==> src/sv/whist_pkg.sv <==
// ----------------------------------------------------------------------------
// whist_pkg
// Shared types and constants for the two-dimensional weighted histogram.
// ----------------------------------------------------------------------------
`default_nettype none

package whist_pkg;

  localparam int MAX_BINS_X = 64;
  localparam int MAX_BINS_Y = 64;
  localparam int DEPTH      = MAX_BINS_X * MAX_BINS_Y;
  localparam int ADDR_W     = $clog2(DEPTH);

  localparam int CFG_IDX_W  = 3;
  localparam int CFG_DATA_W = 32;

  localparam logic signed [47:0] CNT_MAX = {1'b0, {47{1'b1}}};
  localparam logic signed [47:0] CNT_MIN = {1'b1, {47{1'b0}}};
  localparam logic signed [48:0] UNIT_WEIGHT = 49'sd65536;

  typedef enum logic [1:0] {
    MODE_ACC   = 2'd0,
    MODE_READ  = 2'd1,
    MODE_WRITE = 2'd2,
    MODE_NONE  = 2'd3
  } mode_t;

  typedef enum logic [CFG_IDX_W-1:0] {
    CFG_X_LOW       = 3'd0,
    CFG_X_SCALE     = 3'd1,
    CFG_Y_LOW       = 3'd2,
    CFG_Y_SCALE     = 3'd3,
    CFG_BINS_X      = 3'd4,
    CFG_BINS_Y      = 3'd5,
    CFG_USE_WEIGHTS = 3'd6,
    CFG_SPARE       = 3'd7
  } cfg_idx_t;

  typedef struct packed {
    mode_t              mode;
    logic signed [31:0] x_sample;
    logic signed [31:0] y_sample;
    logic signed [31:0] weight;
    logic [5:0]         bin_col;
    logic [5:0]         bin_row;
    logic signed [47:0] write_value;
  } in_word_t;

  typedef struct packed {
    logic               in_range;
    logic [5:0]         out_col;
    logic [5:0]         out_row;
    logic signed [47:0] bin_value;
    logic               saturated;
  } out_word_t;

  typedef struct packed {
    logic clr_en;
    logic load;
    logic diff_en;
    logic mul_en;
    logic addr_en;
    logic rd_en;
    logic wb_en;
  } whist_cmd_t;

  typedef struct packed {
    logic clr_last;
    logic out_busy;
  } whist_sts_t;

endpackage

`default_nettype wire

==> src/sv/whist_ctrl.sv <==
// ----------------------------------------------------------------------------
// whist_ctrl
// Sequencer: store clearing after reset, then one word at a time through
// offset, multiply, bin check, store read and write back.
// ----------------------------------------------------------------------------
`default_nettype none

module whist_ctrl (
  input  wire logic                 clk,
  input  wire logic                 rst_n,
  input  wire logic                 in_valid,
  output logic                      in_stall,
  input  wire whist_pkg::whist_sts_t sts,
  output whist_pkg::whist_cmd_t     cmd
);
  import whist_pkg::*;

  typedef enum logic [6:0] {
    ST_CLEAR = 7'b0000001,
    ST_IDLE  = 7'b0000010,
    ST_DIFF  = 7'b0000100,
    ST_MUL   = 7'b0001000,
    ST_ADDR  = 7'b0010000,
    ST_READ  = 7'b0100000,
    ST_WB    = 7'b1000000
  } state_t;

  state_t state_r, state_nxt;

  always_comb begin
    state_nxt = state_r;
    cmd       = '0;
    unique case (state_r)
      ST_CLEAR: begin
        cmd.clr_en = 1'b1;
        if (sts.clr_last) state_nxt = ST_IDLE;
      end
      ST_IDLE: begin
        if (in_valid) begin
          cmd.load  = 1'b1;
          state_nxt = ST_DIFF;
        end
      end
      ST_DIFF: begin
        cmd.diff_en = 1'b1;
        state_nxt   = ST_MUL;
      end
      ST_MUL: begin
        cmd.mul_en = 1'b1;
        state_nxt  = ST_ADDR;
      end
      ST_ADDR: begin
        cmd.addr_en = 1'b1;
        state_nxt   = ST_READ;
      end
      ST_READ: begin
        cmd.rd_en = 1'b1;
        state_nxt = ST_WB;
      end
      ST_WB: begin
        if (!sts.out_busy) begin
          cmd.wb_en = 1'b1;
          state_nxt = ST_IDLE;
        end
      end
      default: state_nxt = ST_CLEAR;
    endcase
  end

  assign in_stall = (state_r != ST_IDLE);

  always_ff @(posedge clk) begin
    if (!rst_n) begin
      state_r <= ST_CLEAR;
    end else begin
      state_r <= state_nxt;
    end
  end

endmodule

`default_nettype wire

==> config.mk <==
export PLATFORM = sky130hd
export DESIGN_NAME = whist_ctrl
export DESIGN_NICKNAME = d
export VERILOG_FILES = /design/src/sv/whist_pkg.sv /design/src/sv/whist_ctrl.sv
export SDC_FILE = /design/constraint.sdc
export NUM_CORES = 1
export LEC_CHECK = 0
export BUFFER_PORTS_ARGS = -buffer_cell sky130_fd_sc_hd__buf_2
export CAP_MARGIN = 20
export CORE_AREA = 5 5 42 44
export CTS_CLUSTER_SIZE = 28
export DETAILED_ROUTE_END_ITERATION = 16
export DIE_AREA = 0 0 47 49
export PLACE_DENSITY = 0.54
export SLEW_MARGIN = 20
export SYNTH_ARGS = -nofsm -noshare
export SYNTH_HDL_FRONTEND = slang
export SYNTH_SLANG_ARGS = --single-unit
==> constraint.sdc <==
create_clock -name clk -period 1.6 [get_ports clk]
set_input_delay 0.16 -clock clk [delete_from_list [all_inputs] [get_ports clk]]
set_output_delay 0.16 -clock clk [all_outputs]
set_load 0.1 [all_outputs]
Word level (Yosys, flattened, before mapping):

Index checks and enable logic that the tools add are counted.

* register bits after elaboration: 7
* output and inout bits: 8

* mux-type cells: 13
* eq/ne operators: 11
* reduce and logical (&&, ||, !) cells: 1

Operators by type and width (number)
* $pmux 7 s7: 1
* $mux 7: 3
* $mux 1: 9
* $eq 7x1->1 const B: 1
* $eq 7x2->1 const B: 1
* $eq 7x3->1 const B: 1
* $eq 7x4->1 const B: 1
* $eq 7x5->1 const B: 1
* $eq 7x6->1 const B: 1
* $eq 7x7->1 const B: 1
* $ne 7x2->1 const B: 1
* $ne 2x2->1 const B: 3
* $reduce_and 3->1: 1

Depth between registers and ports, before layout:

Gate-level depths: netlist of run 1.

* depth in word-level cells: 3
* gate-level depth with buffers: 5
* mapped depth without buffers: 4

Worst setup path after synthesis of run 1:

No wires, ideal clock.

* kind: reg2reg
* from: reg state_r[6]
* to: reg state_r[2]
* arrival: 3.403 ns
* path slack: -1.869 ns
* period minus slack after synthesis: 3.469 ns
* stages on the path, launching flop included: 6
* path through: dfxtp_1 > buf_4 > nor3_2 > nand3_1 > nor2_1 > and2_1

* longest elaborated chain between the ends: 3
* elaborated cells on any way between the ends: 12
* those cells by class: 10 x eq/ne; 1 x mux; 1 x reduce/logical

RTL lines
* start: declaration: line whist_ctrl.sv:28 `state_t state_r, state_nxt;`
* start signal: assignment: line whist_ctrl.sv:76 `state_r <= state_nxt;`
* $eq 7x1->1 (tied with other cells): line whist_ctrl.sv:33 `unique case (state_r)`
* $ne 2x2->1 (no source line)
* $reduce_and 3->1 (no source line)

Several ways; a longest one is shown, not always the timed one.
A chain may end at the register's enable or synchronous reset.

==> results by group, run 1 <==
CTS
  • TritonCTS clock tree: built
  • Htree depth: 1
  • Clock network latency to the later pin of the worst-skew pair: 0.25 ns
  • Post-CTS clock slew at the launch and capture registers of the worst setup and hold paths: 0.05 ns
  • Number of buffers between clock root and the deepest sink: 2
  • Clk sinks: 7
  • Buffer cell driving the clock tree root: sky130_fd_sc_hd__clkbuf_4
  • Total clock buffers created by CTS: 3

Detailed routing
  • Post-detailed-route via-to-cell ratio: 5.31
  • Drt total wl: 1170 um
  • Uppermost signal routing layer after detailed routing: met4
  • Vias after detailed routing: 467
  • Length of routed met2 wiring: 602 um
  • Pre-Repair DR Iteration Count: 3
  • DRT met1 WL: 499 um
  • Remaining routing DRC violations: 0
  • Final routed wire length divided by cell count: 13.3 um
  • First-iteration detailed-routing DRC count: 2
  • Antenna viol nets, final: 0
  • Wire length on met3: 60 um

Logic synthesis
  • Post-synthesis instance area: 434 um2
  • Synthesized-area fraction occupied by and/or/nand/nor cells: 46.1%
  • Xor/xnor cell area share of the yosys netlist: 2.02%
  • Sequential element share of the synthesized area: 32.3%
  • Post-synth top area cell: sky130_fd_sc_hd__dfxtp_1
  • Leading post-synthesis cells by cell area: sky130_fd_sc_hd__dfxtp_1 (32%), sky130_fd_sc_hd__nor2_1 (6.9%), sky130_fd_sc_hd__nand4b_1 (4.0%), sky130_fd_sc_hd__nor3_4 (3.7%), sky130_fd_sc_hd__nand3_1 (3.5%)
  • Yosys warns: 0
  • Synth Area in Adders: 0%
  • Largest family of logic cells by synthesized area: simple AND/OR/NAND/NOR gates
  • Net count after synthesis: 57
  • Fraction of synthesized area in multiplexers: 2.31%
  • Compound-gate portion of the synthesized area: 12.1%
  • Average instance area after synthesis: 8.35 um2
  • Synthesized flop and latch total: 7
  • Cell variety after synth: 29
  • Proportion of netlist area held by the largest area contributor: 32.3%
  • Post-synthesis instance total: 52

Finish
  • Share of layout cells above drive strength 1: 48.6%
  • Layout Nets: 78
  • Final Util: 52.9%
  • Max FFs per register: 7
  • Post-synthesis to final-layout area growth: 70.6%
  • Diode count: 0
  • Most flops, register: state_r
  • Number of non-filler instances in the completed layout: 88
  • Leading cell type in the layout, fill and taps excluded: sky130_fd_sc_hd__buf_12
  • Biggest regs: state_r (7)
  • Most used cells in the layout excluding fill and tap cells: sky130_fd_sc_hd__buf_12 (8), sky130_fd_sc_hd__nor2_1 (6), sky130_fd_sc_hd__buf_4 (5)

Placement
  • Dpl hpwl: 881 um
  • Cell count after placement: 79
  • Final weighted congestion in routability-driven placement: 0.805
  • Pre-CTS setup slack: 0.123 ns
  • Number of port buffers: 12

STA
  • Setup Total Neg Slack: -0.264 ns
  • Max-slew violation total from the final report: 0
  • Clock tree skew after final layout: 0.00312 ns
  • Final Cycle Share: 107%
  • Slew at the pin closest to its max-slew limit: 0.424 ns
  • RSZ-0062 raised after global routing: yes
  • PnR worst setup slack: -0.107 ns
  • Clock period minus final worst setup slack: 1.71 ns
  • Worst slew margin relative to its limit: 71.6%
  • Maximum clock frequency: 586 MHz
  • Number of failing hold endpoints at the final stage: 0
  • Endpoints failing setup: 6

Power
  • Maximum vdd ir drop: 0.684 mV
  • Pwr/cell area: 1710 mW/mm2
  • Reported leakage power: 0.340 nW

Die
  • # IOs: 13
  • Total die area: 0.00230 mm2
  • Core footprint: 0.00140 mm2
  • FP Rows: 14
  • Height of the chip: 49 um
  • Chip width: 47 um
  • Initial core utilization: 31.0%

Global routing
  • Wire length of the first global-routing pass: 2040 um
  • Gr ovfl total: 0
  • Vias in the first global route: 473
  • Combined global-route utilization of all metal layers: 12.1%
  • Pin count of the biggest net entering global routing: 10
  • Initial antenna violation count: 0

Min path
  • Class of the most critical hold timing path: primary input to register

Outcome
  • Failing checks: negative setup slack
  • Outcome: complete, but fails checks

Run
  • MaxCap Viol Count: 0

Critical path
  • Crit. End Element: output pin
  • Endpoint arrival time on the critical path: 1.55 ns
  • Maximum fanout along the worst path: 3
  • Kind of launch point of the worst setup path: register
  • Type of the worst setup path: register to output pin
  • Data required time at the worst endpoint: 1.44 ns
## logic make-up (layout without fill, tap and decap cells)
logic type	count (synthesis)	count (layout)
DFF	7	7
and+or+nand+nor	31	31
AOI/OAI and AO/OA	7	7
muxes	1	1
xor gates and xnor gates	1	1
buffers and inverters	5	25
## layer usage
layer | GRT usage (%) | up-vias
met2 | 18.3 | 9
met1 | 15.1 | 222
met3 | 5.90 | 2
met4 | 2.76 | 0
li1 | - | 234
met5 | 0 | -
## final timing paths
path,start,end,cells past startpoint,slack [ns]
max reg2reg,state_r[2],state_r[1],5,0.20
min,rst_n,state_r[0],2,0.14
max,state_r[2],cmd[2],4,-0.11
min reg2reg,state_r[3],state_r[4],2,0.57
## where the power goes
part | leakage [nW] | switching, W | internal, W
clock | 0.0150 | 0.0000673 | 0.0000953
combinational | 0.266 | 0.000463 | 0.000334
sequential | 0.0588 | 0.0000935 | 0.000215
total | 0.340 | 0.000624 | 0.000644
## repair_timing
item                       CTS  global route
setup buffers                5             0
gates resized for setup      3             0
pin swaps                    2             0
hold buffers                 0             0
setup endpoints to repair    7             7
## cells in the mapped netlist
library cell / number
sky130_fd_sc_hd__and3b_1: 1
sky130_fd_sc_hd__buf_4: 1
sky130_fd_sc_hd__a22oi_1: 1
sky130_fd_sc_hd__xor2_1: 1
sky130_fd_sc_hd__nand2_1: 2
sky130_fd_sc_hd__nor4b_1: 1
sky130_fd_sc_hd__nand2b_1: 1
sky130_fd_sc_hd__dfxtp_1: 7
sky130_fd_sc_hd__o22ai_1: 1
sky130_fd_sc_hd__o2111ai_1: 1
sky130_fd_sc_hd__nor3_1: 2
sky130_fd_sc_hd__nor3_2: 1
sky130_fd_sc_hd__nand4b_1: 2
sky130_fd_sc_hd__and3b_2: 1
sky130_fd_sc_hd__o21ai_1: 1
sky130_fd_sc_hd__and2_1: 1
sky130_fd_sc_hd__o211a_1: 1
sky130_fd_sc_hd__nor3_4: 1
sky130_fd_sc_hd__a31oi_1: 1
sky130_fd_sc_hd__inv_1: 4
sky130_fd_sc_hd__a221oi_1: 1
sky130_fd_sc_hd__nand3_1: 3
sky130_fd_sc_hd__nor2b_1: 2
sky130_fd_sc_hd__and4b_1: 1
sky130_fd_sc_hd__mux2i_1: 1
sky130_fd_sc_hd__nor2_1: 8
sky130_fd_sc_hd__or3_4: 1
sky130_fd_sc_hd__and3_2: 1
sky130_fd_sc_hd__nand4_1: 2
## critical path: stages, from the launching register on
cell	delay (ns)
sky130_fd_sc_hd__dfxtp_2	0.32
sky130_fd_sc_hd__or3_4	0.40
sky130_fd_sc_hd__nor3_4	0.15
sky130_fd_sc_hd__and3b_2	0.25
sky130_fd_sc_hd__buf_12	0.18
## through the flow
step / total power [W] / hold slack [ns] / instance area, um2
after detailed placement: 0.00106 / 0.392 / 672
after floorplan: 0.000846 / 0.232 / 483
final: 0.00127 / 0.139 / 741
after global routing: 0.00135 / 0.133 / 741
after CTS: 0.00127 / 0.133 / 741
after global placement: 0.00105 / 0.390 / 672
## layout make-up
class / instances / area, um2
inverters: 4 / 15.0
fillers: 137 / 661
multi-input cells: 40 / 317
well taps: 16 / 20.0
flip-flops and latches: 7 / 145
clock buffers: 4 / 26.3
repair buffers: 17 / 218
Note: power is estimated with default switching activity, not from simulation.
==> run 2: changes to the inputs <==
SETUP_SLACK_MARGIN = 0.3   (was default)
==> run 2 against run 1 <==
  * The run still ends with negative setup slack left
  * Clock power grew 2%
  * Setup slack worse by 0.0018 ns
  * Critical endpoint unchanged
  * Non-clock buffer count is 5 higher
  * First-iteration DRC count rose to 6.5 times the previous value
  * Critical path depth is the same
  * Critical path type unchanged
  * Via count rose by 7.7%
  * Die area unchanged
  * Utilization is 7.6 points higher
  * Register-to-register slack improved by 0.03 ns
  * Largest cell class unchanged
  * Sequential share of layout area down 1.4 points
  * Total power increased by 5.9%
==> results by group, run 2 (same netlist as run 1, synthesis figures left out) <==
Die
  • Height of the chip: 49 um
  • FP Rows: 14
  • Core footprint: 0.00140 mm2
  • Total die area: 0.00230 mm2
  • # IOs: 13
  • Initial core utilization: 31.0%
  • Chip width: 47 um

STA
  • Max-slew violation total from the final report: 0
  • Number of failing hold endpoints at the final stage: 0
  • PnR worst setup slack: -0.109 ns
  • Maximum clock frequency: 585 MHz
  • Worst Hold Margin: 0.137 ns
  • RSZ-0062 raised after global routing: yes
  • Slew at the pin closest to its max-slew limit: 0.270 ns
  • Final Cycle Share: 107%
  • Clock tree skew after final layout: 0.00687 ns
  • Endpoints failing setup: 5
  • Worst slew margin relative to its limit: 81.8%
  • Clock period minus final worst setup slack: 1.71 ns

Outcome
  • Failing checks: negative setup slack
  • Outcome: complete, but fails checks

Finish
  • Biggest regs: state_r (7)
  • Filler Cells Inserted: 127
  • Diode count: 0
  • Most flops, register: state_r
  • Max FFs per register: 7
  • Share of layout cells above drive strength 1: 66.2%
  • Storage element area: 154 um2
  • Multi-input gate area in the final layout: 354 um2
  • Post-synthesis to final-layout area growth: 95.1%
  • Layout Nets: 83
  • Most used cells in the layout excluding fill and tap cells: sky130_fd_sc_hd__buf_12 (8), sky130_fd_sc_hd__buf_4 (7), sky130_fd_sc_hd__nor2_1 (5), sky130_fd_sc_hd__dfxtp_2 (5), sky130_fd_sc_hd__buf_2 (4)
  • Leading cell type in the layout, fill and taps excluded: sky130_fd_sc_hd__buf_12

Detailed routing
  • Final routed wire length divided by cell count: 13.7 um
  • Remaining routing DRC violations: 0
  • Vias after detailed routing: 503
  • Antenna viol nets, final: 0
  • Pre-Repair DR Iteration Count: 4
  • First-iteration detailed-routing DRC count: 13
  • Post-detailed-route via-to-cell ratio: 5.41
  • Drt total wl: 1270 um

Power
  • Design internal power: 0.000697 W
  • Pwr/cell area: 1590 mW/mm2
  • Overall Power: 0.00134 W
  • Reported leakage power: 0.340 nW
  • Maximum vdd ir drop: 1.12 mV
  • Switching Fraction: 48.1%
  • Share of total power in the clock network: 12.4%
  • NetSw: 0.000646 W
  • Register share of total power: 22.6%
  • Combinational share of power: 64.9%

Global routing
  • Combined global-route utilization of all metal layers: 12.5%
  • Pin count of the biggest net entering global routing: 9
  • Wire length of the first global-routing pass: 2100 um
  • Vias in the first global route: 517
  • Initial antenna violation count: 0
  • Gr ovfl total: 0

Critical path
  • Maximum fanout along the worst path: 3
  • Kind of launch point of the worst setup path: register
  • Crit. End Element: output pin
  • Data required time at the worst endpoint: 1.44 ns
  • Endpoint arrival time on the critical path: 1.55 ns
  • Type of the worst setup path: register to output pin
  • Slack of the worst reg-to-reg path: 0.23 ns

Placement
  • Pre-CTS setup slack: 0.113 ns
  • Number of port buffers: 12
  • Dpl hpwl: 924 um
  • Final weighted congestion in routability-driven placement: 0.798

CTS
  • Count of hold-fix buffers inserted at cts: 0
  • Clk sinks: 7
  • Clock network latency to the later pin of the worst-skew pair: 0.26 ns
  • TritonCTS clock tree: built
  • Number of buffers between clock root and the deepest sink: 2
  • Post-CTS clock slew at the launch and capture registers of the worst setup and hold paths: 0.06 ns
  • Buffer cell driving the clock tree root: sky130_fd_sc_hd__clkbuf_4
  • Total clock buffers created by CTS: 3
  • Htree depth: 1

Run
  • MaxCap Viol Count: 0

Min path
  • Class of the most critical hold timing path: primary input to register
run 2: metrics by stage:
| stage | cell area (um2) | instances | utilization (%) | TNS (ns) |
|---|---|---|---|---|
| CTS | 818 | 92 | 58.4 | -0.258 |
| detailed placement | 689 | 79 | 49.2 | 0 |
| global placement | 689 | 79 | 49.2 | 0 |
| finish | 847 | 93 | 60.4 | -0.298 |
| floorplan | 500 | 52 | - | -0.434 |
| global route | 847 | 93 | 60.4 | -0.903 |
run 2: routing by layer:
layer	track usage, %	wire [um]	vias to the layer above	part of all wire, %
met4	2.76	0	0	0
met5	0	0	-	0
met1	14.1	514	241	40
li1	-	-	247	-
met2	20.1	675	15	53
met3	6.64	84	0	6.6
run 2: worst max-delay path: stages, from the launching register on:
cell and delay (ns):
sky130_fd_sc_hd__dfxtp_2 0.31, sky130_fd_sc_hd__or3_4 0.40, sky130_fd_sc_hd__nor3_4 0.15, sky130_fd_sc_hd__and3b_2 0.25, sky130_fd_sc_hd__buf_12 0.18
run 2: layout make-up:
class                   instances  area share, %
multi-input cells              40           41.8
clock buffers                   4           3.10
inverters                       4           3.10
flip-flops and latches          7           18.2
repair buffers                 22           31.5
well taps                      16           2.36
run 2: final timing paths:
kind,depth (start not counted),to,startpoint
worst max-delay path,4,cmd[2],state_r[2]
worst max register to register,5,state_r[1],state_r[2]
worst min-delay path,2,state_r[0],rst_n
worst min register to register,2,state_r[0],state_r[0]
run 2: what timing repair did:
item,CTS,global route
gates cloned,0,0
hold endpoints to repair,0,0
endpoints found under the setup margin,14,14
resized for setup,12,5
setup buffers,9,1
pin swaps,6,2
run 2: power by group through the flow:
stage                     combinational (W)  sequential [W]  clock, W
final                              0.000872        0.000304  0.000167
after global routing               0.000920        0.000311  0.000189
after CTS                          0.000850        0.000301  0.000173
after detailed placement           0.000750        0.000313         0
after global placement             0.000744        0.000310         0
after floorplan                    0.000577        0.000281         0
